**src/rtl/prsm_pkg.sv**
```systemverilog
// Types and constants shared by the drive mixer modules.
`timescale 1ns / 1ps

package prsm_pkg;

    // Fixed scale factors of the drive law.
    localparam logic [22:0] MS_DIV  = 23'd1000;
    localparam logic [22:0] PCT_DIV = 23'd100;

    // Request opcodes.
    localparam logic OP_TICK = 1'b0;
    localparam logic OP_SET  = 1'b1;

    // Steering modes; the remaining codes add no steering.
    localparam logic [1:0] MODE_PROP = 2'd0;
    localparam logic [1:0] MODE_DIFF = 2'd1;

    // Sequencer states.
    typedef enum logic [3:0] {
        S_IDLE,
        S_CHECK,
        S_DIV_T,
        S_DIV_E,
        S_MUL,
        S_NUM_GO,
        S_DIV_N,
        S_STEER,
        S_PROD_GO,
        S_DIV_S,
        S_MIX
    } t_state;

    // Request to the shared divider.
    typedef struct packed {
        logic        start;
        logic [31:0] dividend;
        logic [22:0] divisor;
    } t_div_req;

    // Response from the shared divider.
    typedef struct packed {
        logic        done;
        logic [31:0] quotient;
    } t_div_rsp;

endpackage

```
**src/rtl/prsm_div.sv**
```systemverilog
// Shared restoring divider, one quotient bit per cycle.
`timescale 1ns / 1ps

module prsm_div (
    input  logic               i_clk,
    input  logic               i_rst_n,
    input  prsm_pkg::t_div_req i_req,
    output prsm_pkg::t_div_rsp o_rsp
);

    logic        r_busy;
    logic        r_done;
    logic [4:0]  r_cnt;
    logic [22:0] r_rem;
    logic [31:0] r_quo;
    logic [22:0] r_div;

    logic [23:0] w_trial;
    logic [23:0] w_sub;
    logic        w_fit;
    logic [22:0] n_rem;

    // One trial subtraction of the divisor from the shifted remainder.
    always_comb begin
        w_trial = {r_rem, r_quo[31]};
        w_sub   = w_trial - {1'b0, r_div};
        w_fit   = (w_trial >= {1'b0, r_div});
        n_rem   = w_fit ? w_sub[22:0] : w_trial[22:0];
    end

    // Control: the run lasts 32 steps, then done pulses for one cycle.
    always_ff @(posedge i_clk) begin
        if (!i_rst_n) begin
            r_busy <= 1'b0;
            r_done <= 1'b0;
            r_cnt  <= '0;
        end else begin
            r_done <= 1'b0;
            if (i_req.start) begin
                r_busy <= 1'b1;
                r_cnt  <= '0;
            end else if (r_busy) begin
                r_cnt <= r_cnt + 5'd1;
                if (r_cnt == 5'd31) begin
                    r_busy <= 1'b0;
                    r_done <= 1'b1;
                end
            end
        end
    end

    // Data: the dividend shifts out at the top as quotient bits enter at the bottom.
    always_ff @(posedge i_clk) begin
        if (i_req.start) begin
            r_rem <= '0;
            r_quo <= i_req.dividend;
            r_div <= i_req.divisor;
        end else if (r_busy) begin
            r_rem <= n_rem;
            r_quo <= {r_quo[30:0], w_fit};
        end
    end

    assign o_rsp.done     = r_done;
    assign o_rsp.quotient = r_quo;

endmodule

```
**src/rtl/pwm_ramp_steering_mixer.sv**
```systemverilog
// Top level of the two-wheel drive mixer with a timed ramp of the base drive.
`timescale 1ns / 1ps

// Each request (a time tick or a set of target, ramp time, steering and mode)
// returns one result holding the left and right wheel drive. The base drive
// ramps in whole milliseconds from the previous to the current target and
// steering is mixed in according to the stored mode. Requests are processed
// one at a time: o_in_stall is high from acceptance until the result has been
// loaded into the output register. The wait is shortest when the ramp is
// finished and there is no proportional steering, and longest when the ramp is
// running with proportional steering. The sequencer runs the single 32-step
// restoring divider up to four times per request: ramp time and elapsed time to
// milliseconds, the ramp fraction, and the percentage of steering. A pending
// result in the output register does not block acceptance of the next request,
// but the next result waits, with the input still stalled, until the pending
// one has been taken.
// The tick period register may be written through the configuration channel at
// any time the block is idle; it resets to 1000 microseconds.
module pwm_ramp_steering_mixer (
    input  logic                i_clk,
    input  logic                i_rst_n,
    // Request channel
    input  logic                i_in_valid,
    output logic                o_in_stall,
    input  logic                i_opcode,
    input  logic signed [7:0]   i_target_pwm,
    input  logic signed [7:0]   i_steer_amount,
    input  logic [31:0]         i_ramp_time_us,
    input  logic [1:0]          i_steer_mode,
    // Result channel
    output logic                o_out_valid,
    input  logic                i_out_stall,
    output logic signed [9:0]   o_left_drive,
    output logic signed [9:0]   o_right_drive,
    // Configuration channel
    input  logic                i_cfg_valid,
    output logic                o_cfg_ready,
    input  logic [19:0]         i_cfg_data
);

    prsm_pkg::t_state   r_state;
    prsm_pkg::t_state   n_state;
    prsm_pkg::t_div_req w_div_req;
    prsm_pkg::t_div_rsp w_div_rsp;

    // Architectural state.
    logic [19:0]        r_tick;
    logic signed [7:0]  r_goal;
    logic signed [7:0]  r_prior;
    logic signed [7:0]  r_steer;
    logic [1:0]         r_mode;
    logic [31:0]        r_ramp;
    logic [31:0]        r_elapsed;

    // Working registers of one request.
    logic [22:0]        r_t_ms;
    logic [22:0]        r_e_ms;
    logic [31:0]        r_num;
    logic               r_num_neg;
    logic signed [9:0]  r_base;
    logic [16:0]        r_prod;
    logic               r_prod_neg;
    logic signed [9:0]  r_amt;

    // Output register.
    logic               r_out_valid;
    logic signed [9:0]  r_left;
    logic signed [9:0]  r_right;

    logic               w_in_acc;
    logic               w_out_free;
    logic               w_load_out;
    logic               w_ramp_over;
    logic [32:0]        w_tick_sum;
    logic [8:0]         w_diff;
    logic [8:0]         w_diff_abs;
    logic [22:0]        w_dt;
    logic [30:0]        w_num_prod;
    logic signed [9:0]  w_goal10;
    logic signed [9:0]  w_qn;
    logic [9:0]         w_base_abs;
    logic [8:0]         w_steer_abs;
    logic [15:0]        w_prod;
    logic signed [9:0]  w_amt_mag;
    logic signed [9:0]  w_mag10;
    logic signed [9:0]  w_left;
    logic signed [9:0]  w_right;
    logic               w_steer_pos;
    logic               w_steer_neg;
    logic [31:0]        w_q;

    prsm_div u_div (
        .i_clk   (i_clk),
        .i_rst_n (i_rst_n),
        .i_req   (w_div_req),
        .o_rsp   (w_div_rsp)
    );

    assign w_q         = w_div_rsp.quotient;
    assign w_in_acc    = i_in_valid && !o_in_stall;
    assign w_out_free  = !r_out_valid || !i_out_stall;
    assign w_ramp_over = (r_ramp <= r_elapsed);
    assign o_cfg_ready = 1'b1;

    // Next-state logic of the sequencer.
    always_comb begin
        n_state = r_state;
        case (r_state)
            prsm_pkg::S_IDLE: begin
                if (w_in_acc) n_state = prsm_pkg::S_CHECK;
            end
            prsm_pkg::S_CHECK: begin
                n_state = w_ramp_over ? prsm_pkg::S_STEER : prsm_pkg::S_DIV_T;
            end
            prsm_pkg::S_DIV_T: begin
                if (w_div_rsp.done) begin
                    n_state = (w_q == 32'd0) ? prsm_pkg::S_STEER : prsm_pkg::S_DIV_E;
                end
            end
            prsm_pkg::S_DIV_E: begin
                if (w_div_rsp.done) n_state = prsm_pkg::S_MUL;
            end
            prsm_pkg::S_MUL:    n_state = prsm_pkg::S_NUM_GO;
            prsm_pkg::S_NUM_GO: n_state = prsm_pkg::S_DIV_N;
            prsm_pkg::S_DIV_N: begin
                if (w_div_rsp.done) n_state = prsm_pkg::S_STEER;
            end
            prsm_pkg::S_STEER: begin
                n_state = (r_mode == prsm_pkg::MODE_PROP) ? prsm_pkg::S_PROD_GO
                                                          : prsm_pkg::S_MIX;
            end
            prsm_pkg::S_PROD_GO: n_state = prsm_pkg::S_DIV_S;
            prsm_pkg::S_DIV_S: begin
                if (w_div_rsp.done) n_state = prsm_pkg::S_MIX;
            end
            prsm_pkg::S_MIX: begin
                if (w_out_free) n_state = prsm_pkg::S_IDLE;
            end
            default: n_state = prsm_pkg::S_IDLE;
        endcase
    end

    // Output logic of the sequencer: handshake, output load and divider requests.
    always_comb begin
        o_in_stall         = (r_state != prsm_pkg::S_IDLE);
        w_load_out         = 1'b0;
        w_div_req.start    = 1'b0;
        w_div_req.dividend = r_ramp;
        w_div_req.divisor  = prsm_pkg::MS_DIV;
        case (r_state)
            prsm_pkg::S_CHECK: begin
                w_div_req.start = !w_ramp_over;
            end
            prsm_pkg::S_DIV_T: begin
                w_div_req.start    = w_div_rsp.done && (w_q != 32'd0);
                w_div_req.dividend = r_elapsed;
            end
            prsm_pkg::S_NUM_GO: begin
                w_div_req.start    = 1'b1;
                w_div_req.dividend = r_num;
                w_div_req.divisor  = r_t_ms;
            end
            prsm_pkg::S_PROD_GO: begin
                w_div_req.start    = 1'b1;
                w_div_req.dividend = {15'd0, r_prod};
                w_div_req.divisor  = prsm_pkg::PCT_DIV;
            end
            prsm_pkg::S_MIX: begin
                w_load_out = w_out_free;
            end
            default: begin
                w_load_out = 1'b0;
            end
        endcase
    end

    // Operands of the ramp and steering arithmetic.
    always_comb begin
        w_tick_sum  = {1'b0, r_elapsed} + {13'd0, r_tick};
        w_diff      = {r_goal[7], r_goal} - {r_prior[7], r_prior};
        w_diff_abs  = w_diff[8] ? (9'd0 - w_diff) : w_diff;
        w_dt        = r_t_ms - r_e_ms;
        w_num_prod  = w_diff_abs[7:0] * w_dt;
        w_goal10    = {{2{r_goal[7]}}, r_goal};
        w_qn        = {2'b00, w_q[7:0]};
        w_base_abs  = r_base[9] ? (10'd0 - r_base) : r_base;
        w_steer_abs = r_steer[7] ? (9'd0 - {r_steer[7], r_steer})
                                 : {r_steer[7], r_steer};
        w_prod      = w_base_abs[7:0] * w_steer_abs[7:0];
        w_amt_mag   = {1'b0, w_q[8:0]};
        w_mag10     = {2'b00, w_steer_abs[7:0]};
        w_steer_neg = r_steer[7];
        w_steer_pos = !r_steer[7] && (r_steer != 8'sd0);
    end

    // Steering mix of the finished base drive.
    always_comb begin
        w_left  = r_base;
        w_right = r_base;
        case (r_mode)
            prsm_pkg::MODE_PROP: begin
                if (w_steer_pos) w_right = r_base - r_amt;
                if (w_steer_neg) w_left  = r_base - r_amt;
            end
            prsm_pkg::MODE_DIFF: begin
                if (w_steer_pos) begin
                    w_left  = r_base + w_mag10;
                    w_right = r_base - w_mag10;
                end
                if (w_steer_neg) begin
                    w_left  = r_base - w_mag10;
                    w_right = r_base + w_mag10;
                end
            end
            default: begin
                w_left  = r_base;
                w_right = r_base;
            end
        endcase
    end

    // Sequencer state register.
    always_ff @(posedge i_clk) begin
        if (!i_rst_n) begin
            r_state <= prsm_pkg::S_IDLE;
        end else begin
            r_state <= n_state;
        end
    end

    // Tick period register and stored drive parameters.
    always_ff @(posedge i_clk) begin
        if (!i_rst_n) begin
            r_tick    <= 20'd1000;
            r_goal    <= '0;
            r_prior   <= '0;
            r_steer   <= '0;
            r_mode    <= '0;
            r_ramp    <= '0;
            r_elapsed <= '0;
        end else begin
            if (i_cfg_valid) r_tick <= i_cfg_data;
            if (w_in_acc) begin
                if (i_opcode == prsm_pkg::OP_TICK) begin
                    // Elapsed time saturates at the top of its range.
                    r_elapsed <= w_tick_sum[32] ? 32'hFFFF_FFFF : w_tick_sum[31:0];
                end else begin
                    // A new target or ramp time restarts the ramp from the old target.
                    if ((i_target_pwm != r_goal) || (i_ramp_time_us != r_ramp)) begin
                        r_elapsed <= '0;
                        r_prior   <= r_goal;
                        r_goal    <= i_target_pwm;
                    end
                    r_steer <= i_steer_amount;
                    r_ramp  <= i_ramp_time_us;
                    r_mode  <= i_steer_mode;
                end
            end
        end
    end

    // Working registers, loaded step by step as the sequencer advances.
    always_ff @(posedge i_clk) begin
        case (r_state)
            prsm_pkg::S_CHECK: begin
                if (w_ramp_over) r_base <= w_goal10;
            end
            prsm_pkg::S_DIV_T: begin
                if (w_div_rsp.done) begin
                    r_t_ms <= w_q[22:0];
                    // A ramp shorter than a millisecond counts as finished.
                    if (w_q == 32'd0) r_base <= w_goal10;
                end
            end
            prsm_pkg::S_DIV_E: begin
                if (w_div_rsp.done) r_e_ms <= w_q[22:0];
            end
            prsm_pkg::S_MUL: begin
                r_num     <= {1'b0, w_num_prod};
                r_num_neg <= w_diff[8];
            end
            prsm_pkg::S_DIV_N: begin
                if (w_div_rsp.done) r_base <= w_goal10 - (r_num_neg ? -w_qn : w_qn);
            end
            prsm_pkg::S_STEER: begin
                r_prod     <= {w_prod, 1'b0};
                r_prod_neg <= r_base[9];
            end
            prsm_pkg::S_DIV_S: begin
                if (w_div_rsp.done) r_amt <= r_prod_neg ? -w_amt_mag : w_amt_mag;
            end
            default: begin
                r_base <= r_base;
            end
        endcase
    end

    // Output register: holds a result until the receiver takes it.
    always_ff @(posedge i_clk) begin
        if (!i_rst_n) begin
            r_out_valid <= 1'b0;
        end else if (w_load_out) begin
            r_out_valid <= 1'b1;
        end else if (!i_out_stall) begin
            r_out_valid <= 1'b0;
        end
    end

    always_ff @(posedge i_clk) begin
        if (w_load_out) begin
            r_left  <= w_left;
            r_right <= w_right;
        end
    end

    assign o_out_valid   = r_out_valid;
    assign o_left_drive  = r_left;
    assign o_right_drive = r_right;

endmodule

```
**config.mk**
```make
export PLATFORM = sky130hd
export DESIGN_NAME = pwm_ramp_steering_mixer
export DESIGN_NICKNAME = d
export VERILOG_FILES = /design/src/rtl/prsm_pkg.sv /design/src/rtl/prsm_div.sv /design/src/rtl/pwm_ramp_steering_mixer.sv
export SDC_FILE = /design/constraint.sdc
export NUM_CORES = 1
export LEC_CHECK = 0
export BUFFER_PORTS_ARGS = -buffer_cell sky130_fd_sc_hd__buf_2
export CAP_MARGIN = 20
export CORE_MARGIN = 3
export CORE_UTILIZATION = 59
export CTS_BUF_LIST = sky130_fd_sc_hd__clkbuf_2 sky130_fd_sc_hd__clkbuf_4 sky130_fd_sc_hd__clkbuf_8
export CTS_CLUSTER_SIZE = 28
export DETAILED_ROUTE_END_ITERATION = 12
export GPL_ROUTABILITY_DRIVEN = 0
export PLACE_DENSITY_LB_ADDON = 0.1
export SYNTH_ARGS = -nofsm -noshare
export SYNTH_HDL_FRONTEND = slang
export SYNTH_SLANG_ARGS = --single-unit
```
**constraint.sdc**
```tcl
create_clock -name i_clk -period 7.6 [get_ports i_clk]
set_input_delay 0.38 -clock i_clk [delete_from_list [all_inputs] [get_ports i_clk]]
set_output_delay 0.38 -clock i_clk [all_outputs]
set_load 0.1 [all_outputs]
```
==> impl_metrics.toml <==
[clock_tree]
cts_buffer_depth = 3
clockRootBuffer = "clkbuf_8"
numCtsBuffers = 59
clkSlewWorstSetupHoldPaths_ns = 0.06
insertion_delay_ns = 0.69
cts_tree = "done"
clock-sinks = 335
h-tree-depth = 2

[routing]
first_pass_iters = 9
drcViolationCount = 0
num_vias = 24274
drtAntennaViolNets = 0
first_iter_violations = 2352
routedWlPerCell_um = 19.8
wl_um = 79100
via_per_inst = 6.08

[setup_path]
path_class = "flip-flop to flip-flop"
startpoint_type = "flip-flop"
critPathMaxFanout = 5
cp-end-kind = "flip-flop"
cp.required_ns = 8.10
arrival_ns = 7.86

[placement]
dpl_cell_area_mm2 = 0.0298
dp_hpwl_um = 59500
dp_cells = 3807
io_buffers = 97

[final_layout]
design_area_mm2 = 0.0319
final_cell_mix = "inv_1 (372), nor2_1 (326), nand2_1 (297)"
final_common_cell = "inv_1"
final_cell_count_no_fill = 3990
layout-drive-gt1-share_pct = 10.5
final_nets = 3816
syn_to_final_growth_pct = 11.8
antennaDiodeCount = 0

[timing]
period_minus_slack_ns = 7.36
timing.final.crit_share_pct = 96.8
relSlewSlack_pct = 32.6
skew_ns = 0.0478
timing.fmax_ghz = 0.136
setup_violations = 0
rsz0062_at_grt = "no"
hold_viol = 0
worst_pin_slew_ns = 1.01
finalMaxSlewViolations = 0

[die]
core-area_mm2 = 0.0471
io_pins = 99
die_area_mm2 = 0.0510
start_util_pct = 60.5
die_w_um = 226
rows = 79
die_h_um = 226

[min_path]
min_path_type = "primary input to flip-flop"

[synthesis]
synth.top_cell.area_share_pct = 20.0
synth_area_leaders = "edfxtp_1 (20%), fa_1 (12%), dfxtp_1 (10%)"
ys_ff_latch = 335
synth_ff_type = "edfxtp_1"
async_flop_share_pct = 0
synth_edf_count = 190
yosysWarnings = 0
syn_nets = 3636
syn_inst = 3158
synth_area_mm2 = 0.0285
yosys.area.top_type = "edfxtp_1"
yosysSeqAreaShare_pct = 30.2
synth.distinct_cells = 89
synth.avg_cell_area_um2 = 9.03

[global_routing]
grt_overflow = 0
gr-usage-all-layers_pct = 31.2
grt_max_degree = 66
grt_pass1_wl_um = 127000
antenna_found_initial = 0
grt_pass1_vias = 23912

[status]
status = "finished, final reports clean"

[job]
maxCapViolCount = 0
==> cells in the mapped netlist (all sizes together), types with 47 or more instances <==
cell and instances:
inv 373, nor2 330, nand2 297, ha 232
edfxtp 190, a21oi 177, fa 170, dfxtp 145
clkbuf 101, xnor2 99, o21ai 91, xor2 86
mux2i 76, nand2b 63, nor3 59, nand3 49
a21o 47
==> repair_timing <==
action	4_1_cts	5_1_grt
endpoints found under the setup margin	4	11
endpoints found under the hold margin	71	0
setup buffers	0	3
pin swaps	0	12
hold buffers	71	0
gates resized for setup	5	16
==> layout make-up <==
class | instances | area, um^2
timing repair buffer | 233 | 1700
clock inverter | 13 | 100
inverter | 375 | 1410
sequential | 335 | 8610
multi-input combinational | 2334 | 18200
fill | 3741 | 15300
clock buffer | 93 | 1110
tap | 607 | 759
==> worst max-delay path: stages (launching register included) <==
cell and delay [ns]:
dfxtp_1 0.31, inv_1 0.07, ha_1 0.18, inv_1 0.06
fa_1 0.40, a21o_1 0.18, a21oi_2 0.15, xnor2_1 0.10
or3b_2 0.49, o31a_1 0.28, xor3_2 0.29, nor2_1 0.07
fa_1 0.55, inv_1 0.07, fa_1 0.56, fa_1 0.46
fa_1 0.57, inv_1 0.05, ha_1 0.21, or2_2 0.34
o311ai_4 0.33, nand3_2 0.16, a41o_1 0.30, o41a_1 0.37
or4_1 0.51, o211ai_1 0.12
==> routing by layer <==
layer	vias up	GRT usage, %	wire, um
li1	11313	-	-
met1	11618	42.6	33500
met2	1107	49.5	35400
met3	236	5.39	6440
met4	0	13.0	3840
met5	-	0	0
==> per-stage QoR <==
step	setup TNS (ns)	hold slack (ns)	utilization, %	setup slack (ns)
final	0	0.0900	67.6	0.240
after floorplan	0	0.449	-	0.225
after detailed placement	-0.374	0.476	63.2	-0.176
after global placement	0	0.472	63.2	0.104
after global routing	0	0.0778	67.6	0.00634
after CTS	0	0.0369	67.3	0.0285
==> state kept, by name, summed over array words and instances (netlist names), 2 cells and up <==
signal and count:
r_elapsed 32, r_ramp 32, u_div.r_quo 32, r_num 31, r_e_ms 23, r_t_ms 23, u_div.r_div 23, u_div.r_rem 23
r_tick 20, r_prod 16, o_left_drive 10, o_right_drive 10, r_amt 10, r_base 10, r_goal 8, r_prior 8
r_steer 8, u_div.r_cnt 5, r_state 4, r_mode 2
==> worst paths after layout <==
path	from	to	slack (ns)	cells past startpoint
worst max register to register	r_goal[0]$_SDFFE_PN0P_	r_num[27]$_DFFE_PP_	0.24	25
worst max-delay path	r_goal[0]$_SDFFE_PN0P_	r_num[27]$_DFFE_PP_	0.24	25
worst min register to register	r_tick[9]$_SDFFE_PN1P_	r_tick[9]$_SDFFE_PN1P_	0.49	2
worst min-delay path	i_rst_n	r_tick[7]$_SDFFE_PN1P_	0.09	2
==> cells by family after synthesis <==
family / synth area share (%)
AOI/OAI and AO/OA: 15.7
xor gates and xnor gates: 5.84
adders and majority gates: 22.1
buffers and inverters: 6.56
DFF: 30.2
muxes: 3.58
other: 0.0132
and+or+nand+nor: 16.0
Power is not shown: default switching activity piles up to over one toggle a cycle in this logic, so the estimate is an artifact.
